==> config.mk <==
export PLATFORM = sky130hd
export DESIGN_NAME = multilevel_priority_ready_queue_flat
export DESIGN_NICKNAME = d
export VERILOG_FILES = /design/src/design/mlprq_pkg.sv /design/src/design/mlprq_stream_if.sv /design/src/design/mlprq_ram.sv /design/src/design/mlprq_ctrl.sv /design/src/design/multilevel_priority_ready_queue.sv /design/src/flat_wrapper.sv
export SDC_FILE = /design/constraint.sdc
export NUM_CORES = 1
export LEC_CHECK = 0
export BUFFER_PORTS_ARGS = -buffer_cell sky130_fd_sc_hd__buf_2
export CORE_MARGIN = 4
export CORE_UTILIZATION = 60
export CTS_CLUSTER_SIZE = 8
export DETAILED_ROUTE_END_ITERATION = 6
export PLACE_DENSITY = 0.86
export SLEW_MARGIN = 25
export SYNTH_ARGS = -nofsm -noshare
export SYNTH_HDL_FRONTEND = slang
export SYNTH_SLANG_ARGS = --single-unit
export TNS_END_PERCENT = 1
==> constraint.sdc <==
create_clock -name i_clk -period 2.1 [get_ports i_clk]
set_input_delay 0.105 -clock i_clk [delete_from_list [all_inputs] [get_ports i_clk]]
set_output_delay 0.105 -clock i_clk [all_outputs]
set_load 0.02 [all_outputs]
==> src/design/mlprq_pkg.sv <==
package mlprq_pkg;

    localparam int MAX_TASKS_DEF      = 64;
    localparam int NUM_PRIORITIES_DEF = 8;
    localparam int NUM_STATES_DEF     = 4;

    localparam int ACTION_W   = 2;
    localparam int TASK_W     = 6;
    localparam int STATE_W    = 2;
    localparam int PRIORITY_W = 3;
    localparam int STATUS_W   = 2;

    typedef enum logic [ACTION_W-1:0] {
        ACT_ENQUEUE = 2'd0,
        ACT_DEQUEUE = 2'd1,
        ACT_REMOVE  = 2'd2,
        ACT_NONE    = 2'd3
    } t_action;

    typedef enum logic [STATUS_W-1:0] {
        ST_OK         = 2'd0,
        ST_EMPTY      = 2'd1,
        ST_NOT_QUEUED = 2'd2,
        ST_ALREADY    = 2'd3
    } t_status;

    typedef struct packed {
        logic [ACTION_W-1:0]   action;
        logic [TASK_W-1:0]     task_id;
        logic [STATE_W-1:0]    state_select;
        logic [PRIORITY_W-1:0] priority_level;
    } t_req;

    typedef struct packed {
        logic [TASK_W-1:0]   result_task;
        logic [STATUS_W-1:0] status;
    } t_rsp;

    typedef enum logic [3:0] {
        S_IDLE = 4'b0001,
        S_READ = 4'b0010,
        S_STEP = 4'b0100,
        S_DONE = 4'b1000
    } t_seq_state;

endpackage

==> src/design/mlprq_stream_if.sv <==
interface mlprq_stream_if #(
    parameter type T = logic
);
    logic valid;
    logic ready;
    T     data;

    modport source (output valid, output data, input ready);
    modport sink   (input valid, input data, output ready);
endinterface

==> src/design/mlprq_ram.sv <==
module mlprq_ram #(
    parameter int DEPTH = 64,
    parameter int WIDTH = 7,
    localparam int AW = (DEPTH > 1) ? $clog2(DEPTH) : 1
) (
    input  logic             i_clk,
    input  logic             i_we,
    input  logic [AW-1:0]    i_waddr,
    input  logic [WIDTH-1:0] i_wdata,
    input  logic [AW-1:0]    i_raddr,
    output logic [WIDTH-1:0] o_rdata
);
    logic [WIDTH-1:0] r_mem [DEPTH];
    logic [WIDTH-1:0] r_rdata;

    always_ff @(posedge i_clk) begin
        if (i_we) begin
            r_mem[i_waddr] <= i_wdata;
        end
    end

    always_ff @(posedge i_clk) begin
        r_rdata <= r_mem[i_raddr];
    end

    assign o_rdata = r_rdata;
endmodule

==> src/design/mlprq_ctrl.sv <==
module mlprq_ctrl #(
    parameter int MAX_TASKS      = mlprq_pkg::MAX_TASKS_DEF,
    parameter int NUM_PRIORITIES = mlprq_pkg::NUM_PRIORITIES_DEF,
    parameter int NUM_STATES     = mlprq_pkg::NUM_STATES_DEF
) (
    input  logic            i_clk,
    input  logic            i_rst_n,
    input  logic            i_start,
    input  mlprq_pkg::t_req i_req,
    input  logic            i_out_free,
    output logic            o_idle,
    output logic            o_done,
    output mlprq_pkg::t_rsp o_rsp
);
    localparam int TW = (MAX_TASKS > 1) ? $clog2(MAX_TASKS) : 1;
    localparam int KW = $clog2(MAX_TASKS + 1);
    localparam int NL = NUM_STATES * NUM_PRIORITIES;
    localparam int LW = (NL > 1) ? $clog2(NL) : 1;
    localparam logic [KW-1:0] LNULL = KW'(MAX_TASKS);

    mlprq_pkg::t_seq_state r_state, n_state;
    mlprq_pkg::t_req       r_req, n_req;
    mlprq_pkg::t_rsp       r_rsp, n_rsp;
    logic [TW-1:0]         r_tid, n_tid;
    logic [LW-1:0]         r_li, n_li;
    logic [KW-1:0]         r_tail, n_tail;
    logic [TW-1:0]         r_task, n_task;
    logic [MAX_TASKS-1:0]  r_linked, n_linked;
    logic [NL-1:0]         r_nonempty, n_nonempty;

    logic          nx_we, pv_we, hl_we;
    logic [TW-1:0] nx_waddr, nx_raddr, pv_waddr, pv_raddr;
    logic [KW-1:0] nx_wdata, nx_rdata, pv_wdata, pv_rdata;
    logic [LW-1:0] hl_waddr, hl_raddr;
    logic [2*KW-1:0] hl_wdata, hl_rdata;

    mlprq_ram #(.DEPTH(MAX_TASKS), .WIDTH(KW)) u_next (
        .i_clk   (i_clk),
        .i_we    (nx_we),
        .i_waddr (nx_waddr),
        .i_wdata (nx_wdata),
        .i_raddr (nx_raddr),
        .o_rdata (nx_rdata)
    );

    mlprq_ram #(.DEPTH(MAX_TASKS), .WIDTH(KW)) u_prev (
        .i_clk   (i_clk),
        .i_we    (pv_we),
        .i_waddr (pv_waddr),
        .i_wdata (pv_wdata),
        .i_raddr (pv_raddr),
        .o_rdata (pv_rdata)
    );

    mlprq_ram #(.DEPTH(NL), .WIDTH(2 * KW)) u_head_tail (
        .i_clk   (i_clk),
        .i_we    (hl_we),
        .i_waddr (hl_waddr),
        .i_wdata (hl_wdata),
        .i_raddr (hl_raddr),
        .o_rdata (hl_rdata)
    );

    always_comb begin
        int            st_sat;
        int            pr_sat;
        int            base;
        logic          found;
        logic [LW-1:0] deq_li;
        logic [LW-1:0] req_li;
        logic          tid_ok;
        logic [TW-1:0] tid_t;
        logic [KW-1:0] head;
        logic [KW-1:0] tail;
        logic [KW-1:0] p;
        logic [KW-1:0] n;
        logic [KW-1:0] r_tid_k;
        logic [KW-1:0] new_head;
        logic [KW-1:0] new_tail;
        logic          p_is;
        logic          n_is;
        logic          bad;

        n_state    = r_state;
        n_req      = r_req;
        n_rsp      = r_rsp;
        n_tid      = r_tid;
        n_li       = r_li;
        n_tail     = r_tail;
        n_task     = r_task;
        n_linked   = r_linked;
        n_nonempty = r_nonempty;
        o_done     = 1'b0;

        nx_we    = 1'b0;
        nx_waddr = r_tid;
        nx_wdata = LNULL;
        nx_raddr = r_tid;
        pv_we    = 1'b0;
        pv_waddr = r_tid;
        pv_wdata = LNULL;
        pv_raddr = r_tid;
        hl_we    = 1'b0;
        hl_waddr = r_li;
        hl_wdata = {LNULL, LNULL};
        hl_raddr = r_li;

        st_sat = (int'(i_req.state_select) >= NUM_STATES) ? NUM_STATES - 1
                                                           : int'(i_req.state_select);
        pr_sat = (int'(i_req.priority_level) >= NUM_PRIORITIES) ? NUM_PRIORITIES - 1
                                                                : int'(i_req.priority_level);
        base   = st_sat * NUM_PRIORITIES;
        req_li = LW'(base + pr_sat);
        tid_ok = int'(i_req.task_id) < MAX_TASKS;
        tid_t  = TW'(int'(i_req.task_id));

        found  = 1'b0;
        deq_li = LW'(base);
        for (int q = NUM_PRIORITIES - 1; q >= 0; q--) begin
            if (r_nonempty[LW'(base + q)]) begin
                found  = 1'b1;
                deq_li = LW'(base + q);
            end
        end

        head     = r_nonempty[r_li] ? hl_rdata[2*KW-1:KW] : LNULL;
        tail     = r_nonempty[r_li] ? hl_rdata[KW-1:0] : LNULL;
        p        = pv_rdata;
        n        = nx_rdata;
        p_is     = p < LNULL;
        n_is     = n < LNULL;
        r_tid_k  = KW'(r_tid);
        bad      = (!p_is && head != r_tid_k) || (!n_is && tail != r_tid_k);
        new_head = p_is ? head : n;
        new_tail = n_is ? tail : p;

        unique case (r_state)
            mlprq_pkg::S_IDLE: begin
                if (i_start) begin
                    n_req             = i_req;
                    n_tid             = tid_t;
                    n_li              = req_li;
                    n_rsp.result_task = i_req.task_id;
                    n_rsp.status      = mlprq_pkg::ST_OK;
                    n_state           = mlprq_pkg::S_DONE;
                    nx_raddr          = tid_t;
                    pv_raddr          = tid_t;
                    hl_raddr          = req_li;
                    unique case (i_req.action)
                        mlprq_pkg::ACT_ENQUEUE: begin
                            if (!tid_ok) begin
                                n_rsp.status = mlprq_pkg::ST_NOT_QUEUED;
                            end else if (r_linked[tid_t]) begin
                                n_rsp.status = mlprq_pkg::ST_ALREADY;
                            end else begin
                                n_state = mlprq_pkg::S_READ;
                            end
                        end
                        mlprq_pkg::ACT_REMOVE: begin
                            if (!tid_ok || !r_linked[tid_t]) begin
                                n_rsp.status = mlprq_pkg::ST_NOT_QUEUED;
                            end else begin
                                n_state = mlprq_pkg::S_READ;
                            end
                        end
                        mlprq_pkg::ACT_DEQUEUE: begin
                            if (!found) begin
                                n_rsp.result_task = '0;
                                n_rsp.status      = mlprq_pkg::ST_EMPTY;
                            end else begin
                                n_li     = deq_li;
                                hl_raddr = deq_li;
                                n_state  = mlprq_pkg::S_READ;
                            end
                        end
                        mlprq_pkg::ACT_NONE: begin
                            n_state = mlprq_pkg::S_DONE;
                        end
                    endcase
                end
            end
            mlprq_pkg::S_READ: begin
                unique case (r_req.action)
                    mlprq_pkg::ACT_ENQUEUE: begin
                        pv_we              = 1'b1;
                        pv_waddr           = r_tid;
                        pv_wdata           = tail;
                        nx_we              = 1'b1;
                        nx_waddr           = r_tid;
                        nx_wdata           = LNULL;
                        hl_we              = 1'b1;
                        hl_wdata           = {(r_nonempty[r_li] ? head : r_tid_k), r_tid_k};
                        n_nonempty[r_li]   = 1'b1;
                        n_linked[r_tid]    = 1'b1;
                        n_tail             = tail;
                        n_state            = r_nonempty[r_li] ? mlprq_pkg::S_STEP
                                                              : mlprq_pkg::S_DONE;
                    end
                    mlprq_pkg::ACT_REMOVE: begin
                        n_state = mlprq_pkg::S_DONE;
                        if (bad) begin
                            n_rsp.status = mlprq_pkg::ST_NOT_QUEUED;
                        end else begin
                            nx_we            = p_is;
                            nx_waddr         = TW'(p);
                            nx_wdata         = n;
                            pv_we            = n_is;
                            pv_waddr         = TW'(n);
                            pv_wdata         = p;
                            hl_we            = 1'b1;
                            hl_wdata         = {new_head, new_tail};
                            n_nonempty[r_li] = new_head < LNULL;
                            n_linked[r_tid]  = 1'b0;
                        end
                    end
                    mlprq_pkg::ACT_DEQUEUE: begin
                        n_task   = TW'(head);
                        nx_raddr = TW'(head);
                        n_tail   = tail;
                        n_state  = mlprq_pkg::S_STEP;
                    end
                    mlprq_pkg::ACT_NONE: begin
                        n_state = mlprq_pkg::S_DONE;
                    end
                endcase
            end
            mlprq_pkg::S_STEP: begin
                n_state = mlprq_pkg::S_DONE;
                priority if (r_req.action == mlprq_pkg::ACT_ENQUEUE) begin
                    nx_we    = 1'b1;
                    nx_waddr = TW'(r_tail);
                    nx_wdata = r_tid_k;
                end else if (r_req.action == mlprq_pkg::ACT_DEQUEUE) begin
                    hl_we             = 1'b1;
                    hl_wdata          = {n, (n_is ? r_tail : LNULL)};
                    n_nonempty[r_li]  = n_is;
                    pv_we             = n_is;
                    pv_waddr          = TW'(n);
                    pv_wdata          = LNULL;
                    n_linked[r_task]  = 1'b0;
                    n_rsp.result_task = mlprq_pkg::TASK_W'(r_task);
                end else begin
                    n_state = mlprq_pkg::S_DONE;
                end
            end
            mlprq_pkg::S_DONE: begin
                o_done = i_out_free;
                if (i_out_free) begin
                    n_state = mlprq_pkg::S_IDLE;
                end
            end
        endcase
    end

    always_ff @(posedge i_clk) begin
        if (!i_rst_n) begin
            r_state    <= mlprq_pkg::S_IDLE;
            r_linked   <= '0;
            r_nonempty <= '0;
        end else begin
            r_state    <= n_state;
            r_linked   <= n_linked;
            r_nonempty <= n_nonempty;
        end
    end

    always_ff @(posedge i_clk) begin
        r_req  <= n_req;
        r_rsp  <= n_rsp;
        r_tid  <= n_tid;
        r_li   <= n_li;
        r_tail <= n_tail;
        r_task <= n_task;
    end

    assign o_idle = r_state == mlprq_pkg::S_IDLE;
    assign o_rsp  = r_rsp;

`ifndef SYNTHESIS
    a_deq_unlinked: assert property (@(posedge i_clk) disable iff (!i_rst_n)
        (r_state == mlprq_pkg::S_DONE && r_req.action == mlprq_pkg::ACT_DEQUEUE
         && r_rsp.status == mlprq_pkg::ST_OK) |-> !r_linked[r_task])
        else $error("dequeued task still linked");

    a_enq_linked: assert property (@(posedge i_clk) disable iff (!i_rst_n)
        (r_state == mlprq_pkg::S_DONE && r_req.action == mlprq_pkg::ACT_ENQUEUE
         && r_rsp.status == mlprq_pkg::ST_OK) |-> (r_linked[r_tid] && r_nonempty[r_li]))
        else $error("enqueued task not linked into an occupied list");

    a_empty_deq_only: assert property (@(posedge i_clk) disable iff (!i_rst_n)
        (r_state == mlprq_pkg::S_DONE && r_rsp.status == mlprq_pkg::ST_EMPTY)
        |-> r_req.action == mlprq_pkg::ACT_DEQUEUE)
        else $error("empty status on a non-dequeue transaction");

    a_step_after_read: assert property (@(posedge i_clk) disable iff (!i_rst_n)
        r_state == mlprq_pkg::S_STEP |-> $past(r_state) == mlprq_pkg::S_READ)
        else $error("second pointer step entered out of sequence");
`endif
endmodule

==> src/design/multilevel_priority_ready_queue.sv <==
// Sequence: a rejected or unused action goes from idle straight to the done state;
// remove and enqueue onto an empty list pass the read state; enqueue onto a non-empty
// list and dequeue pass the read and step states. Done waits for a free output.
// Transactions are taken one at a time, only while the controller is idle, set by the
// pointer read-modify-write sequence through the link and head/tail memories.
// Reset: synchronous, active low; clears the linked and list-occupancy flags at once,
// with no clearing pass over the memories.
module multilevel_priority_ready_queue #(
    parameter int MAX_TASKS      = mlprq_pkg::MAX_TASKS_DEF,
    parameter int NUM_PRIORITIES = mlprq_pkg::NUM_PRIORITIES_DEF,
    parameter int NUM_STATES     = mlprq_pkg::NUM_STATES_DEF
) (
    input  logic                  i_clk,
    input  logic                  i_rst_n,
    mlprq_stream_if.sink          i_req,
    mlprq_stream_if.source        o_rsp
);
    logic            ctrl_idle;
    logic            ctrl_done;
    logic            start;
    logic            out_free;
    mlprq_pkg::t_rsp ctrl_rsp;
    logic            r_out_valid;
    mlprq_pkg::t_rsp r_out;

    assign start    = i_req.valid && ctrl_idle;
    assign out_free = !r_out_valid || o_rsp.ready;

    mlprq_ctrl #(
        .MAX_TASKS      (MAX_TASKS),
        .NUM_PRIORITIES (NUM_PRIORITIES),
        .NUM_STATES     (NUM_STATES)
    ) u_ctrl (
        .i_clk      (i_clk),
        .i_rst_n    (i_rst_n),
        .i_start    (start),
        .i_req      (i_req.data),
        .i_out_free (out_free),
        .o_idle     (ctrl_idle),
        .o_done     (ctrl_done),
        .o_rsp      (ctrl_rsp)
    );

    always_ff @(posedge i_clk) begin
        if (!i_rst_n) begin
            r_out_valid <= 1'b0;
        end else if (ctrl_done) begin
            r_out_valid <= 1'b1;
        end else if (o_rsp.ready) begin
            r_out_valid <= 1'b0;
        end
    end

    always_ff @(posedge i_clk) begin
        if (ctrl_done) begin
            r_out <= ctrl_rsp;
        end
    end

    assign i_req.ready = ctrl_idle;
    assign o_rsp.valid = r_out_valid;
    assign o_rsp.data  = r_out;
endmodule
==> src/flat_wrapper.sv <==
// flat-port wrapper written by rule: the top's interface ports become plain ports
module multilevel_priority_ready_queue_flat 
#(
    parameter int MAX_TASKS      = mlprq_pkg::MAX_TASKS_DEF,
    parameter int NUM_PRIORITIES = mlprq_pkg::NUM_PRIORITIES_DEF,
    parameter int NUM_STATES     = mlprq_pkg::NUM_STATES_DEF
)
  (i_clk, i_rst_n, i_req_valid, i_req_data, i_req_ready, o_rsp_valid, o_rsp_data, o_rsp_ready);
  mlprq_stream_if i_req_i ();
  mlprq_stream_if o_rsp_i ();
  input  logic i_clk;
  input  logic i_rst_n;
  input wire logic [$bits(i_req_i.valid)-1:0] i_req_valid;
  input wire logic [$bits(i_req_i.data)-1:0] i_req_data;
  output wire logic [$bits(i_req_i.ready)-1:0] i_req_ready;
  output wire logic [$bits(o_rsp_i.valid)-1:0] o_rsp_valid;
  output wire logic [$bits(o_rsp_i.data)-1:0] o_rsp_data;
  input wire logic [$bits(o_rsp_i.ready)-1:0] o_rsp_ready;
  assign i_req_i.valid = i_req_valid;
  assign i_req_i.data = i_req_data;
  assign i_req_ready = i_req_i.ready;
  assign o_rsp_valid = o_rsp_i.valid;
  assign o_rsp_data = o_rsp_i.data;
  assign o_rsp_i.ready = o_rsp_ready;
  multilevel_priority_ready_queue #(.MAX_TASKS(MAX_TASKS), .NUM_PRIORITIES(NUM_PRIORITIES), .NUM_STATES(NUM_STATES)) u_core (.i_clk(i_clk), .i_rst_n(i_rst_n), .i_req(i_req_i), .o_rsp(o_rsp_i));
endmodule
==> results.py <==
metrics = {
    "power_and_ir_drop": {
        "vdd_drop_max_mv": 0.491,
        "p_leak_uw": 0.000815,
        "powerDensity_mw_per_mm2": 799,
    },
    "global_route": {
        "overflow": 0,
        "grt_usage": 0.185,
        "grt_pass1_vias": 1372,
        "grt_max_degree": 19,
        "grt_pass1_wl_um": 6230,
        "antenna_found_initial": 0,
    },
    "worst_setup_path": {
        "path_max_fanout": 13,
        "crit_path_max_incr_delay_ns": 0.53,
        "arrival_ns": 2.13,
        "startpoint_type": "flop",
        "r2r_start": "u_core.u_ctrl.hl_waddr[0]",
        "criticalPathCategory": "reg2reg",
        "r2r_slack_ns": 0.30,
        "endpoint_kind": "flop",
        "required_ns": 2.43,
        "critPathSlowestCell": "mux4_2",
        "worstRegToRegCells": 6,
        "crit_chain": "buf_4 -> mux4_2 -> a32oi_1 -> nand4_1 -> o21a_1 -> nor2_1",
        "r2r_end": "u_core.u_ctrl.r_state[3]",
    },
    "timing": {
        "final_hold_viol_count": 0,
        "fin_crit_sh": 0.857,
        "worstMarginPinSlew_ns": 0.540,
        "finalSetupViolCount": 0,
        "holdWs_ns": 0.0299,
        "grt_setup_unrepaired": "no",
        "clock_skew_ns": 0.0178,
        "clock.fmax_mhz": 555,
        "drv_slew": 0,
        "min_period_ns": 1.80,
        "relSlewSlack": 0.639,
        "setup_slack_ns": 0.299,
        "setup_tns_ns": 0,
    },
    "placement": {
        "place.gp.congestion": 0.802,
        "place_hpwl_um": 2540,
        "port_buffers": 7,
        "preCtsSetupSlack_ns": 0.321,
    },
    "detailed_routing": {
        "vias": 1421,
        "wl_per_cell_um": 14.0,
        "drc": 0,
        "dr.first_iter.drc_count": 155,
        "via_per_inst": 5.55,
        "drtPass1Iterations": 4,
        "antenna_left": 0,
        "wl_um": 3580,
    },
    "synthesis": {
        "synth_area_per_cell_um2": 9.24,
        "syn-instance-count": 234,
        "postSynthNetCount": 239,
        "synth-xor-area-share": 0,
        "synth_edf_count": 2,
        "ys_ff_latch": 51,
        "synth-async-reset-ratio": 0,
        "synth_compound_area_frac": 0.146,
        "synthFlopType": "dfxtp_1",
        "netlist-cell-type-count": 35,
        "synth_top_family_by_area": "simple AND/OR/NAND/NOR gates",
        "yosys.area.top_type": "dfxtp_1",
        "yosysMostFrequentCell": "dfxtp_1",
        "netlist_area_mm2": 0.00216,
        "yosys_warnings": 0,
        "yosysSeqAreaShare": 0.481,
        "synthTopCellsByCount": "49 x dfxtp_1, 40 x nor2_1, 34 x o21a_1, 24 x clkbuf_1, 15 x nand2_1",
        "synthAdderAreaFrac": 0,
        "synth_top_area_frac": 0.454,
        "synth.area.mux_share": 0.0833,
        "synth_area_leaders": "dfxtp_1 45%, o21a_1 12%, mux4_2 8.3%, nor2_1 6.9%, clkbuf_1 4.2%",
        "synth_simple_gate_area_frac": 0.190,
    },
    "cells_and_area": {
        "syn_to_final_growth_pct": 0.637,
        "layout.nets": 215,
        "drive_above_1_share": 0.143,
        "antennaDiodeCount": 0,
    },
    "run_status": {
        "outcome": "finished clean",
    },
    "floorplanning": {
        "ioPinCount": 8,
        "rows": 21,
        "die_w_um": 68.0,
        "die_y_um": 68.0,
        "die_area_mm2": 0.00463,
        "start_util": 0.633,
        "core_area_mm2": 0.00342,
    },
    "cts": {
        "clockBufferDepth": 2,
        "root_buffer": "clkbuf_4",
        "clk_pin_slew_ns": 0.15,
        "htreeDepth": 2,
        "cts_buffers": 5,
        "insertion_delay_ns": 0.38,
        "cts_tree": "built",
        "cts_sinks": 51,
    },
    "hold_path": {
        "worstHoldStart": "o_rsp_ready",
        "hold_depth": 3,
        "min_path_type": "in2reg",
        "hold_end": "u_core.o_rsp.valid",
    },
    "run": {
        "drv_cap": 0,
    },
}
[sequential cells by signal, summed over array words and instances, names as in the netlist]
signal,count
u_core.u_ctrl.r_nonempty,32
u_core.u_ctrl.r_tid,6
u_core.u_ctrl.hl_waddr,5
u_core.u_ctrl.r_state,4
u_core.o_rsp.data,1
u_core.o_rsp.valid,1
u_core.u_ctrl.o_rsp,1
u_core.u_ctrl.r_linked,1
[area by class of cell]
type                       instances  area [um2]
fill                             282        1240
multi-input combinational        135         908
clock buffer                       5        37.5
tap                               46        57.6
clock inverter                     2        37.5
sequential                        51        1040
timing repair buffer              11        70.1
inverter                           6        23.8
[timing repair]
action,4_1_cts,5_1_grt
resized for setup,0,0
hold buffers,2,0
endpoints found under the hold margin,2,0
buffers inserted,0,0
[how the worst max path moves through the flow]
stage	from	endpoint	cells after the start
2_1_floorplan	u_core.u_ctrl.hl_waddr[0]	u_core.u_ctrl.r_state[3]	8
3_3_place_gp	u_core.u_ctrl.hl_waddr[0]	u_core.u_ctrl.r_state[3]	6
3_5_place_dp	u_core.u_ctrl.hl_waddr[0]	u_core.u_ctrl.r_state[3]	6
4_1_cts	u_core.u_ctrl.hl_waddr[0]	u_core.u_ctrl.r_state[3]	6
5_1_grt	u_core.u_ctrl.hl_waddr[0]	u_core.u_ctrl.r_state[3]	6
6_report	u_core.u_ctrl.hl_waddr[0]	u_core.u_ctrl.r_state[3]	6
[metal layers]
metal / wire, um / global-route usage / part of all wire / vias to the layer above
met5: 0 / 0 / 0 / -
met4: 76 / 0.109 / 0.021 / 0
met3: 132 / 0.0394 / 0.037 / 7
met2: 1720 / 0.292 / 0.48 / 22
met1: 1650 / 0.232 / 0.46 / 675
li1: - / - / - / 717
[per-stage QoR]
| step | instance area, um2 | cells | power (uW) | utilization |
|---|---|---|---|---|
| 6_report | 2180 | 256 | 1740 | 0.637 |
| 5_1_grt | 2180 | 256 | 1810 | 0.637 |
| 2_1_floorplan | 2160 | 234 | 1220 | - |
| 3_5_place_dp | 2080 | 247 | 1210 | 0.609 |
| 3_3_place_gp | 2080 | 247 | 1210 | 0.609 |
| 4_1_cts | 2180 | 256 | 1750 | 0.637 |
[cells in the final DEF (no fill, tap or decap), types with 3 or more instances in the layout]
cell type	n
dfxtp_1	49
inv_1	3
nand2_1	15
and2_1	7
o21a_1	34
a32oi_1	4
nor2b_1	4
buf_2	7
clkbuf_4	5
nor2_1	40
mux4_2	8
nand3_1	4
[kinds of logic (layout without fill, tap and decap cells)]
group	Yosys count	count (layout)
AND/OR/NAND/NOR	85	85
flip-flops	51	51
buffers and inverters	48	24
AO/OA/AOI/OAI	42	42
multiplexers	8	8
[critical path, delay by kind of cell (launching register included)]
| kind | cells | cell delay (ns) |
|---|---|---|
| buffers and inverters | 1 | 0.22 |
| muxes | 1 | 0.53 |
| DFF | 1 | 0.34 |
| and+or+nand+nor | 2 | 0.23 |
| AOI/OAI and AO/OA | 2 | 0.43 |
[where the power goes]
| part | internal (uW) | total [uW] | switching (uW) |
|---|---|---|---|
| logic | 76.9 | 181 | 104 |
| clock network | 244 | 547 | 303 |
| registers | 997 | 1010 | 13.6 |
Note: power is estimated with default switching activity, not from simulation.
